$ cat config.mk
export PLATFORM = sky130hd
export DESIGN_NAME = twdc_ctrl
export DESIGN_NICKNAME = d
export VERILOG_FILES = /design/src/design/twdc_pkg.sv /design/src/design/twdc_ctrl.sv
export SDC_FILE = /design/constraint.sdc
export NUM_CORES = 1
export LEC_CHECK = 0
export BUFFER_PORTS_ARGS = -buffer_cell sky130_fd_sc_hd__buf_2
export CELL_PAD_IN_SITES_DETAIL_PLACEMENT = 1
export CELL_PAD_IN_SITES_GLOBAL_PLACEMENT = 1
export CORE_ASPECT_RATIO = 1.2
export CORE_UTILIZATION = 37
export CTS_CLUSTER_DIAMETER = 30
export CTS_CLUSTER_SIZE = 30
export DETAILED_ROUTE_END_ITERATION = 10
export HOLD_SLACK_MARGIN = 0.1
export PLACE_DENSITY = 0.92
export SLEW_MARGIN = 0
export SYNTH_ARGS = -nofsm -noshare
export SYNTH_HDL_FRONTEND = slang
export SYNTH_SLANG_ARGS = --single-unit
$ cat constraint.sdc
create_clock -name clk_i -period 3 [get_ports clk_i]
set_input_delay 0.45 -clock clk_i [delete_from_list [all_inputs] [get_ports clk_i]]
set_output_delay 0.45 -clock clk_i [all_outputs]
set_load 0.03 [all_outputs]
$ cat src/design/twdc_pkg.sv
`timescale 1ns / 1ps
`default_nettype none
// ----------------------------------------------------------------------------
// twdc_pkg
// Shared constants, codes and controller/datapath link types of the cache.
// ----------------------------------------------------------------------------
package twdc_pkg;

  // Geometry
  localparam int unsigned ADDR_BITS_DEF = 16;
  localparam int unsigned NUM_SETS      = 64;
  localparam int unsigned LINE_DEPTH    = 1024;
  localparam int unsigned LINE_OFF_BITS = 6;
  localparam int unsigned FLAG_BITS     = 12;

  // Tag flag bit positions
  localparam int unsigned DIRTY_BIT = 6;
  localparam int unsigned VALID_BIT = 5;
  localparam int unsigned LRF_BIT   = 4;

  // Sweep counter ends
  localparam logic [3:0] SWEEP_LAST = 4'd8;
  localparam logic [3:0] DROP_LAST  = 4'd7;

  // Access sizes
  localparam logic [2:0] LSZ_HALF  = 3'd1;
  localparam logic [2:0] LSZ_BYTE  = 3'd0;
  localparam logic [2:0] LSZ_WORD  = 3'd2;
  localparam logic [2:0] LSZ_QUAD  = 3'd4;

  // Request types
  localparam logic [1:0] REQ_READ  = 2'd0;
  localparam logic [1:0] REQ_WRITE = 2'd1;
  localparam logic [1:0] REQ_CACHE = 2'd2;

  // Maintenance operation codes
  localparam logic [3:0] OP_DHIN   = 4'd0;
  localparam logic [3:0] OP_DHWBIN = 4'd1;
  localparam logic [3:0] OP_DHWOIN = 4'd2;
  localparam logic [3:0] OP_DXIN   = 4'd3;
  localparam logic [3:0] OP_DXLDT  = 4'd4;
  localparam logic [3:0] OP_DXLTG  = 4'd5;
  localparam logic [3:0] OP_DXSDT  = 4'd6;
  localparam logic [3:0] OP_DXSTG  = 4'd7;
  localparam logic [3:0] OP_DXWBIN = 4'd8;

  typedef enum logic [2:0] {
    K_NONE,
    K_READ,
    K_WRITE,
    K_HITOP,
    K_INDEX
  } kind_e;

  // Controller to datapath
  typedef struct packed {
    logic clear_run;
    logic capture;
    logic lookup;
    logic cnt_run;
    logic wb;
    logic fill;
    logic drop;
    logic rd0;
    logic rd1;
    logic rd2;
    logic wr0;
    logic wr1;
    logic commit;
    logic load;
  } twdc_cmd_t;

  // Datapath to controller
  typedef struct packed {
    kind_e      kind;
    logic [3:0] op;
    logic       hit;
    logic       dirty;
    logic       quad;
    logic       clr_done;
    logic       cnt7;
    logic       cnt8;
  } twdc_stat_t;

endpackage
`default_nettype wire

$ cat src/design/twdc_ctrl.sv
`timescale 1ns / 1ps
`default_nettype none
// ----------------------------------------------------------------------------
// twdc_ctrl
// Sequencer of the cache: clearing pass, lookup, write-back, fill, line drop,
// word access, tag commit and result hand-off.
// ----------------------------------------------------------------------------
module twdc_ctrl
  import twdc_pkg::*;
(
  input  wire logic       clk_i,
  input  wire logic       rst_ni,
  input  wire logic       in_valid_i,
  output logic            in_ready_o,
  output logic            out_valid_o,
  input  wire logic       out_ready_i,
  input  wire twdc_stat_t stat_i,
  output twdc_cmd_t       cmd_o
);

  typedef enum logic [3:0] {
    S_CLEAR, S_IDLE, S_LOOKUP, S_WB, S_FILL, S_DROP,
    S_RD0, S_RD1, S_RD2, S_WR0, S_WR1, S_COMMIT, S_DONE
  } state_e;

  state_e state_q;
  logic   do_fill_q, do_drop_q, do_rd_q, do_wr_q, do_wr2_q;
  logic   out_valid_q;
  logic   p_wb, p_fill, p_drop, p_rd, p_wr;
  logic   load;

  // choose the next stage from the remaining work
  function automatic state_e pick(input logic wb, input logic fill, input logic drop,
                                  input logic rd);
    state_e s;
    s = S_COMMIT;
    if (rd)   s = S_RD0;
    if (drop) s = S_DROP;
    if (fill) s = S_FILL;
    if (wb)   s = S_WB;
    return s;
  endfunction

  // work plan of the item from the lookup result
  always_comb begin
    p_wb = 1'b0; p_fill = 1'b0; p_drop = 1'b0; p_rd = 1'b0; p_wr = 1'b0;
    case (stat_i.kind)
      K_READ, K_WRITE: begin
        p_fill = !stat_i.hit;
        p_wb   = !stat_i.hit && stat_i.dirty;
        p_rd   = 1'b1;
        p_wr   = (stat_i.kind == K_WRITE);
      end
      K_HITOP: begin
        p_wb   = stat_i.hit && (stat_i.op != OP_DHIN) && stat_i.dirty;
        p_drop = stat_i.hit && (stat_i.op != OP_DHWOIN);
      end
      K_INDEX: begin
        case (stat_i.op)
          OP_DXIN:   p_drop = 1'b1;
          OP_DXLDT:  p_rd = 1'b1;
          OP_DXLTG:  p_wb = stat_i.dirty;
          OP_DXSDT: begin
            p_rd = 1'b1;
            p_wr = 1'b1;
          end
          OP_DXWBIN: begin
            p_wb   = stat_i.dirty;
            p_drop = 1'b1;
          end
          default: ;
        endcase
      end
      default: ;
    endcase
  end

  assign load        = (state_q == S_DONE) && (!out_valid_q || out_ready_i);
  assign in_ready_o  = (state_q == S_IDLE);
  assign out_valid_o = out_valid_q;

  // decode commands
  always_comb begin
    cmd_o           = '0;
    cmd_o.clear_run = (state_q == S_CLEAR);
    cmd_o.capture   = (state_q == S_IDLE) && in_valid_i;
    cmd_o.lookup    = (state_q == S_LOOKUP);
    cmd_o.wb        = (state_q == S_WB);
    cmd_o.fill      = (state_q == S_FILL);
    cmd_o.drop      = (state_q == S_DROP);
    cmd_o.rd0       = (state_q == S_RD0);
    cmd_o.rd1       = (state_q == S_RD1);
    cmd_o.rd2       = (state_q == S_RD2);
    cmd_o.wr0       = (state_q == S_WR0);
    cmd_o.wr1       = (state_q == S_WR1);
    cmd_o.commit    = (state_q == S_COMMIT);
    cmd_o.load      = load;
    cmd_o.cnt_run   = ((state_q == S_WB || state_q == S_FILL) && !stat_i.cnt8) ||
                      ((state_q == S_DROP) && !stat_i.cnt7);
  end

  // state, plan and output valid
  always_ff @(posedge clk_i or negedge rst_ni) begin
    if (!rst_ni) begin
      state_q     <= S_CLEAR;
      do_fill_q   <= 1'b0;
      do_drop_q   <= 1'b0;
      do_rd_q     <= 1'b0;
      do_wr_q     <= 1'b0;
      do_wr2_q    <= 1'b0;
      out_valid_q <= 1'b0;
    end else begin
      if (load) begin
        out_valid_q <= 1'b1;
      end else if (out_ready_i) begin
        out_valid_q <= 1'b0;
      end
      case (state_q)
        S_CLEAR: if (stat_i.clr_done) state_q <= S_IDLE;
        S_IDLE:  if (in_valid_i) state_q <= S_LOOKUP;
        S_LOOKUP: begin
          do_fill_q <= p_fill;
          do_drop_q <= p_drop;
          do_rd_q   <= p_rd;
          do_wr_q   <= p_wr;
          do_wr2_q  <= p_wr && stat_i.quad && (stat_i.kind == K_WRITE);
          state_q   <= pick(p_wb, p_fill, p_drop, p_rd);
        end
        S_WB:   if (stat_i.cnt8) state_q <= pick(1'b0, do_fill_q, do_drop_q, do_rd_q);
        S_FILL: if (stat_i.cnt8) state_q <= pick(1'b0, 1'b0, do_drop_q, do_rd_q);
        S_DROP: if (stat_i.cnt7) state_q <= pick(1'b0, 1'b0, 1'b0, do_rd_q);
        S_RD0:  state_q <= S_RD1;
        S_RD1:  state_q <= S_RD2;
        S_RD2:  state_q <= do_wr_q ? S_WR0 : S_COMMIT;
        S_WR0:  state_q <= do_wr2_q ? S_WR1 : S_COMMIT;
        S_WR1:  state_q <= S_COMMIT;
        S_COMMIT: state_q <= S_DONE;
        S_DONE: begin
          if (load) begin
            state_q <= S_IDLE;
          end
        end
        default: state_q <= S_IDLE;
      endcase
    end
  end

endmodule
`default_nettype wire

==> out/qor.yml, run 1 <==
globalRouteOverflowTotal: 0
grt_antenna_before_repair: 0
cts_max_path_buffers: 2
synth-async-reset-ratio_pct: 100.0
vias_per_cell: 5.701
cap_violations: 0
setup_ws_ps: 404.5
critPathSlowestCell: "dfrtp_1"
period_needed_ps: 2596
p_clk_share_pct: 12.4
area.growth.synth_to_final_pct: 19.43
peakVddDrop_v: 0.0004181
place_ws_ps: 777.1
synth_edf_count: 0
cts-root-buf: "clkbuf_4"
min_path_cells: 3
switching_share_pct: 51.69
cts_tree: "done"
grt_max_degree: 17
path_clk_slew_ps: 70
portBuffers: 32
hp-class: "in -> reg"
vias: 1066
switchingPower_mw: 0.5101
synth_area_um2: 959.7
die_h_um: 57.79
p_leak_nw: 0.5302
maxSlewViolCount: 0
seq_area_frac_synth_pct: 26.08
io_pins: 33
worst_slew_pin_slew_ps: 599.1
path_class: "reg -> out"
cts_resized: 0
reg2reg_from: "state_q[0]$_DFFE_PN0P_"
worstReg2RegEnd: "state_q[0]$_DFFE_PN0P_"
numCtsBuffers: 3
htreeDepth: 1
ys_types: 49
rows: 19
dp.cells: 182
avgRoutedWirePerCell_um: 15.85
dr.pass1.iters: 4
hp-start: "stat_i[3]"
insertion_delay_ps: 270
finalSetupViolCount: 0
ys_ff_latch: 10
synth_nets: 146
cts_hold_buf: 1
reg2reg_depth: 5
hold_end: "do_wr2_q$_DFFE_PN0P_"
p_int_mw: 0.4766
die_x_um: 48.49
drc: 0
cp_slowest_stage_delay_ps: 640
synth_cells: 129
ys.flop_type: "dfrtp_1"
core-area_mm2: 0.002377
start_util_pct: 40.37
rsz0062_at_grt: "false"
hold_viol_final: 0
gp_congestion: 0.9448
required_ps: 2550
critPathBufInv: 1
top_usage_layer: "met2"
path_cells: "mux2_1 > o32ai_1 > buf_2"
r2r_slack_ps: 860
p_comb_share_pct: 57.8
start_kind: "register"
skew_ps: 2.965
die_area_mm2: 0.002802
met3_usage_pct: 1.312
max_freq_mhz: 385.3
p_total_mw: 0.9867
detail-route-antenna-nets: 0
synth_top_area_share_pct: 26.08
layout.cells.non_filler: 187
status: "finished clean"
use_met1_pct: 24.27
p_per_area_mw_per_mm2: 861.0
synth_warnings: 0
drive_above_1_share_pct: 24.36
synth_top_cells_by_area: "dfrtp_1 (26%), nor2_1 (6.6%), nand2_1 (5.5%), nor3_1 (3.7%), nand2b_1 (3.3%)"
grt_pass1_wl_mm: 4.947
dp_hpwl_mm: 2.376
final_util_pct: 48.21
drt_iter0_markers: 21
post_cts_buffers: 0
antenna_cells: 0
path_max_fanout: 16
tns_ps: 0
grt_usage_pct: 22.87
grt_pass1_vias: 1069
critPathArrivalTime_ps: 2150
nets: 174
synth_top_area_cell: "dfrtp_1"
end_kind: "output pin"
cpLargestDelayFamily: "flip-flops"
wl_mm: 2.964
sequentialPowerShare_pct: 29.8
final.period_utilization_pct: 86.52
cp.depth: 3
relSlewSlack_pct: 59.94
syn-mean-instance-area_um2: 7.439
use_met2_pct: 44.67
cts_sinks: 10
[power groups by stage]
| stage | sequential, mW | clock [mW] | combinational, mW |
|---|---|---|---|
| after floorplan | 0.231 | 0 | 0.487 |
| after CTS | 0.291 | 0.124 | 0.574 |
| after global placement | 0.286 | 0 | 0.547 |
| final | 0.294 | 0.123 | 0.570 |
| after global routing | 0.307 | 0.129 | 0.623 |
| after detailed placement | 0.292 | 0 | 0.564 |
[layer usage]
metal,part of all wire [%],vias to the layer above
met2,54,40
met1,40,491
met3,3.4,7
met4,2.4,0
li1,-,528
met5,0,-
[synth_stat cells (2+ instances only)]
library cell / count
nor2_1: 17
nand2_1: 14
dfrtp_1: 10
nor3_1: 7
a21oi_1: 5
clkbuf_1: 5
inv_1: 5
nand2b_1: 5
nor2b_1: 4
nor3b_1: 4
a31oi_1: 3
o21ai_0: 3
o22ai_1: 3
a2bb2oi_1: 2
buf_6: 2
nand3_1: 2
nand4b_1: 2
o211ai_1: 2
o21a_1: 2
o32ai_1: 2
xnor2_1: 2
[placed cells by master (no fill, tap or decap), drive strengths merged, types with 5 or more instances in the layout]
cell    Yosys  routed
a21oi       5       5
buf         4      32
dfrtp      10      10
inv         6       6
nand2      14      14
nand2b      5       5
nor2       17      17
nor3        7       7
[state kept, by name, indices dropped and copies added (netlist names)]
register     flops
do_wr_q          1
do_fill_q        1
do_rd_q          1
state_q          4
do_drop_q        1
out_valid_o      1
do_wr2_q         1
[area by class of cell]
class | instances | area [um2]
Tap cell | 31 | 38.79
Timing Repair Buffer | 33 | 170.2
Inverter | 6 | 22.52
Sequential cell | 10 | 250.2
Multi-Input combinational cell | 103 | 628.1
Fill cell | 320 | 1231
Clock buffer | 4 | 36.28
[how the worst max path moves through the flow]
stage / slack, ps / startpoint / endpoint
detailed placement: 780 / state_q[0]$_DFFE_PN0P_ / cmd_o[10]
CTS: 480 / state_q[0]$_DFFE_PN0P_ / cmd_o[10]
global placement: 900 / state_q[0]$_DFFE_PN0P_ / cmd_o[10]
floorplan: 700 / stat_i[1] / state_q[3]$_DFFE_PN0P_
global route: 310 / state_q[0]$_DFFE_PN0P_ / cmd_o[10]
finish: 400 / state_q[0]$_DFFE_PN0P_ / cmd_o[10]
[per-stage QoR]
step	hold slack, ps	area [um2]
after CTS	438.4	1146
after floorplan	154.4	959.7
after global routing	448.3	1146
final	432.6	1146
after detailed placement	318.4	1100
after global placement	314.2	1100
[cells by family (layout without fill, tap and decap cells)]
group | Yosys count | count (layout) | synth area share, %
buffers and inverters | 16 | 43 | 8.474
XOR/XNOR | 2 | 2 | 1.826
AND/OR/NAND/NOR | 67 | 67 | 37.68
multiplexers | 1 | 1 | 1.173
AO/OA/AOI/OAI | 33 | 33 | 24.77
flip-flops | 10 | 10 | 26.08
[worst register-to-register path, cell delays in order, from the launching register on]
cell     delay (ps)
dfrtp_1         640
mux2_1          370
o32ai_1         560
nor3_1          140
nor2_1          190
a41oi_1          80
No activity file was read; power rests on OpenSTA's default activity.
==> run 2: changes to the inputs <==
--- a/config.mk
+++ b/config.mk
@@ -10,11 +10,10 @@
 export CELL_PAD_IN_SITES_GLOBAL_PLACEMENT = 1
 export CORE_ASPECT_RATIO = 1.2
 export CORE_UTILIZATION = 37
-export CTS_CLUSTER_DIAMETER = 30
 export CTS_CLUSTER_SIZE = 30
 export DETAILED_ROUTE_END_ITERATION = 10
 export HOLD_SLACK_MARGIN = 0.1
-export PLACE_DENSITY = 0.92
+export PLACE_DENSITY_LB_ADDON = 0.3
 export SLEW_MARGIN = 0
 export SYNTH_ARGS = -nofsm -noshare
 export SYNTH_HDL_FRONTEND = slang
==> out/qor.yml, run 2 (same netlist as run 1, synthesis figures left out) <==
setup_ws_ps: 459.4  # was 404.5 ps
drc: 0  # unchanged
vias: 1086  # was 1066
vias_per_cell: 5.807  # was 5.701
grt_pass1_vias: 1128  # was 1069
finalSetupViolCount: 0  # unchanged
globalRouteOverflowTotal: 0  # unchanged
p_int_mw: 0.4767  # was 0.4766 mW
dp_hpwl_mm: 2.461  # was 2.376 mm
sequentialPowerShare_pct: 29.7  # was 29.8%
critPathBufInv: 1  # unchanged
die_x_um: 48.49  # unchanged
dr.pass1.iters: 2  # was 4
skew_ps: 5.914  # was 2.965 ps
largest_reg_flops: 4  # unchanged
path_cells: "mux2_1 > o32ai_1 > buf_2"  # unchanged
path_class: "reg -> out"  # unchanged
drive_above_1_share_pct: 24.36  # unchanged
grt_max_degree: 17  # unchanged
switchingPower_mw: 0.5177  # was 0.5101 mW
regMostFlops: "state_q"  # unchanged
cts-root-buf: "clkbuf_4"  # unchanged
hold_ws_ps: 451.7  # was 432.6 ps
cts_max_path_buffers: 2  # unchanged
die_h_um: 57.79  # unchanged
nets: 174  # unchanged
period_needed_ps: 2541  # was 2596 ps
status: "finished clean"  # unchanged
gp_congestion: 0.8796  # was 0.9448
worst_slew_pin_slew_ps: 566.5  # was 599.1 ps
maxSlewViolCount: 0  # unchanged
drt_iter0_markers: 17  # was 21
mostFrequentLayoutCells: "buf_2 (32), nor2_1 (17), nand2_1 (14)"  # unchanged
end_kind: "output pin"  # unchanged
relSlewSlack_pct: 62.12  # was 59.94%
final_common_cell: "buf_2"  # unchanged
cts_tree: "done"  # unchanged
die_area_mm2: 0.002802  # unchanged
p_comb_share_pct: 57.8  # about the same
peakVddDrop_v: 0.0003455  # was 0.0004181 V
start_util_pct: 40.37  # unchanged
placed_area_mm2: 0.001100  # unchanged
switching_share_pct: 52.06  # was 51.69%
area.growth.synth_to_final_pct: 19.43  # unchanged
grt_usage_pct: 23.45  # was 22.87%
portBuffers: 32  # unchanged
cts_resized: 0  # unchanged
path_max_fanout: 16  # unchanged
required_ps: 2550  # about the same
core-area_mm2: 0.002377  # unchanged
avgRoutedWirePerCell_um: 16.05  # was 15.85 um
critPathSlowestCell: "dfrtp_1"  # unchanged
detail-route-antenna-nets: 0  # unchanged
place_ws_ps: 783.4  # was 777.1 ps
htreeDepth: 1  # unchanged
final_cell_area_mm2: 0.001146  # unchanged
start_kind: "register"  # unchanged
final.period_utilization_pct: 84.69  # was 86.52%
tns_ps: 0  # unchanged
p_leak_nw: 0.5302  # unchanged
cts_sinks: 10  # unchanged
hold_viol_final: 0  # unchanged
hp-class: "in -> reg"  # unchanged
numCtsBuffers: 3  # unchanged
wl_mm: 3.002  # was 2.964 mm
antenna_cells: 0  # unchanged
grt_pass1_wl_mm: 5.085  # was 4.947 mm
io_pins: 33  # unchanged
p_per_area_mw_per_mm2: 867.7  # was 861.0 mW/mm2
grt_antenna_before_repair: 0  # unchanged
critPathArrivalTime_ps: 2090  # was 2150 ps
cap_violations: 0  # unchanged
rsz0062_at_grt: "false"  # unchanged
rows: 19  # unchanged
insertion_delay_ps: 270  # about the same
p_clk_share_pct: 12.5  # was 12.4%
max_freq_mhz: 393.6  # was 385.3 MHz
cp_slowest_stage_delay_ps: 620  # was 640 ps
path_clk_slew_ps: 70  # about the same
cpLargestDelayFamily: "flip-flops"  # unchanged
-- run 2: cell counts in the layout (fill, tap and decap cells not counted) --
Identical to the previous run, type by type.
-- run 2: per-stage QoR --
stage / power (mW) / std cells / utilization [%]
6_report: 0.9944 / 187 / 48.21
3_5_place_dp: 0.8647 / 182 / 46.26
2_1_floorplan: 0.7181 / 129 / -
3_3_place_gp: 0.8396 / 182 / 46.26
4_1_cts: 0.9944 / 187 / 48.21
5_1_grt: 1.063 / 187 / 48.21
-- run 2: power groups by stage --
stage / combinational (mW) / clock [mW] / sequential (mW)
floorplan: 0.487 / 0 / 0.231
global placement: 0.549 / 0 / 0.291
detailed placement: 0.570 / 0 / 0.295
CTS: 0.575 / 0.127 / 0.292
global route: 0.625 / 0.131 / 0.307
finish: 0.575 / 0.124 / 0.295
-- run 2: per-layer routing --
| metal | wire length (um) | up-vias | share of wire [%] | global-route usage [%] |
|---|---|---|---|---|
| met5 | 0 | - | 0 | 0 |
| met4 | 162 | 0 | 5.4 | 16.81 |
| met3 | 90 | 17 | 3.0 | 2.362 |
| met2 | 1556 | 43 | 52 | 44.87 |
| met1 | 1192 | 506 | 40 | 23.82 |
| li1 | - | 520 | - | - |
-- run 2: cell type report --
| type | instances | area [um2] |
|---|---|---|
| clock buffers | 4 | 36.28 |
| fillers | 325 | 1231 |
| inverters | 6 | 22.52 |
| multi-input cells | 103 | 628.1 |
| flip-flops and latches | 10 | 250.2 |
| well taps | 31 | 38.79 |
| repair buffers | 33 | 170.2 |
-- run 2: what timing repair did --
item | in CTS | in global routing
endpoints found under the hold margin | 10 | 0
endpoints found under the setup margin | 0 | 0
hold buffers | 1 | 0
setup buffers | 0 | 0
-- run 2: worst paths after layout --
path | startpoint | to | slack (ps) | depth (start not counted)
worst max-delay path | state_q[0]$_DFFE_PN0P_ | cmd_o[10] | 460 | 3
worst min-delay path | stat_i[5] | do_fill_q$_DFFE_PN0P_ | 450 | 2
worst max register to register | state_q[0]$_DFFE_PN0P_ | state_q[3]$_DFFE_PN0P_ | 920 | 4
worst min register to register | do_wr_q$_DFFE_PN0P_ | do_wr_q$_DFFE_PN0P_ | 500 | 2
max in group asynchronous | rst_ni | do_rd_q$_DFFE_PN0P_ | 2240 | 2
min in group asynchronous | rst_ni | state_q[0]$_DFFE_PN0P_ | 560 | 2
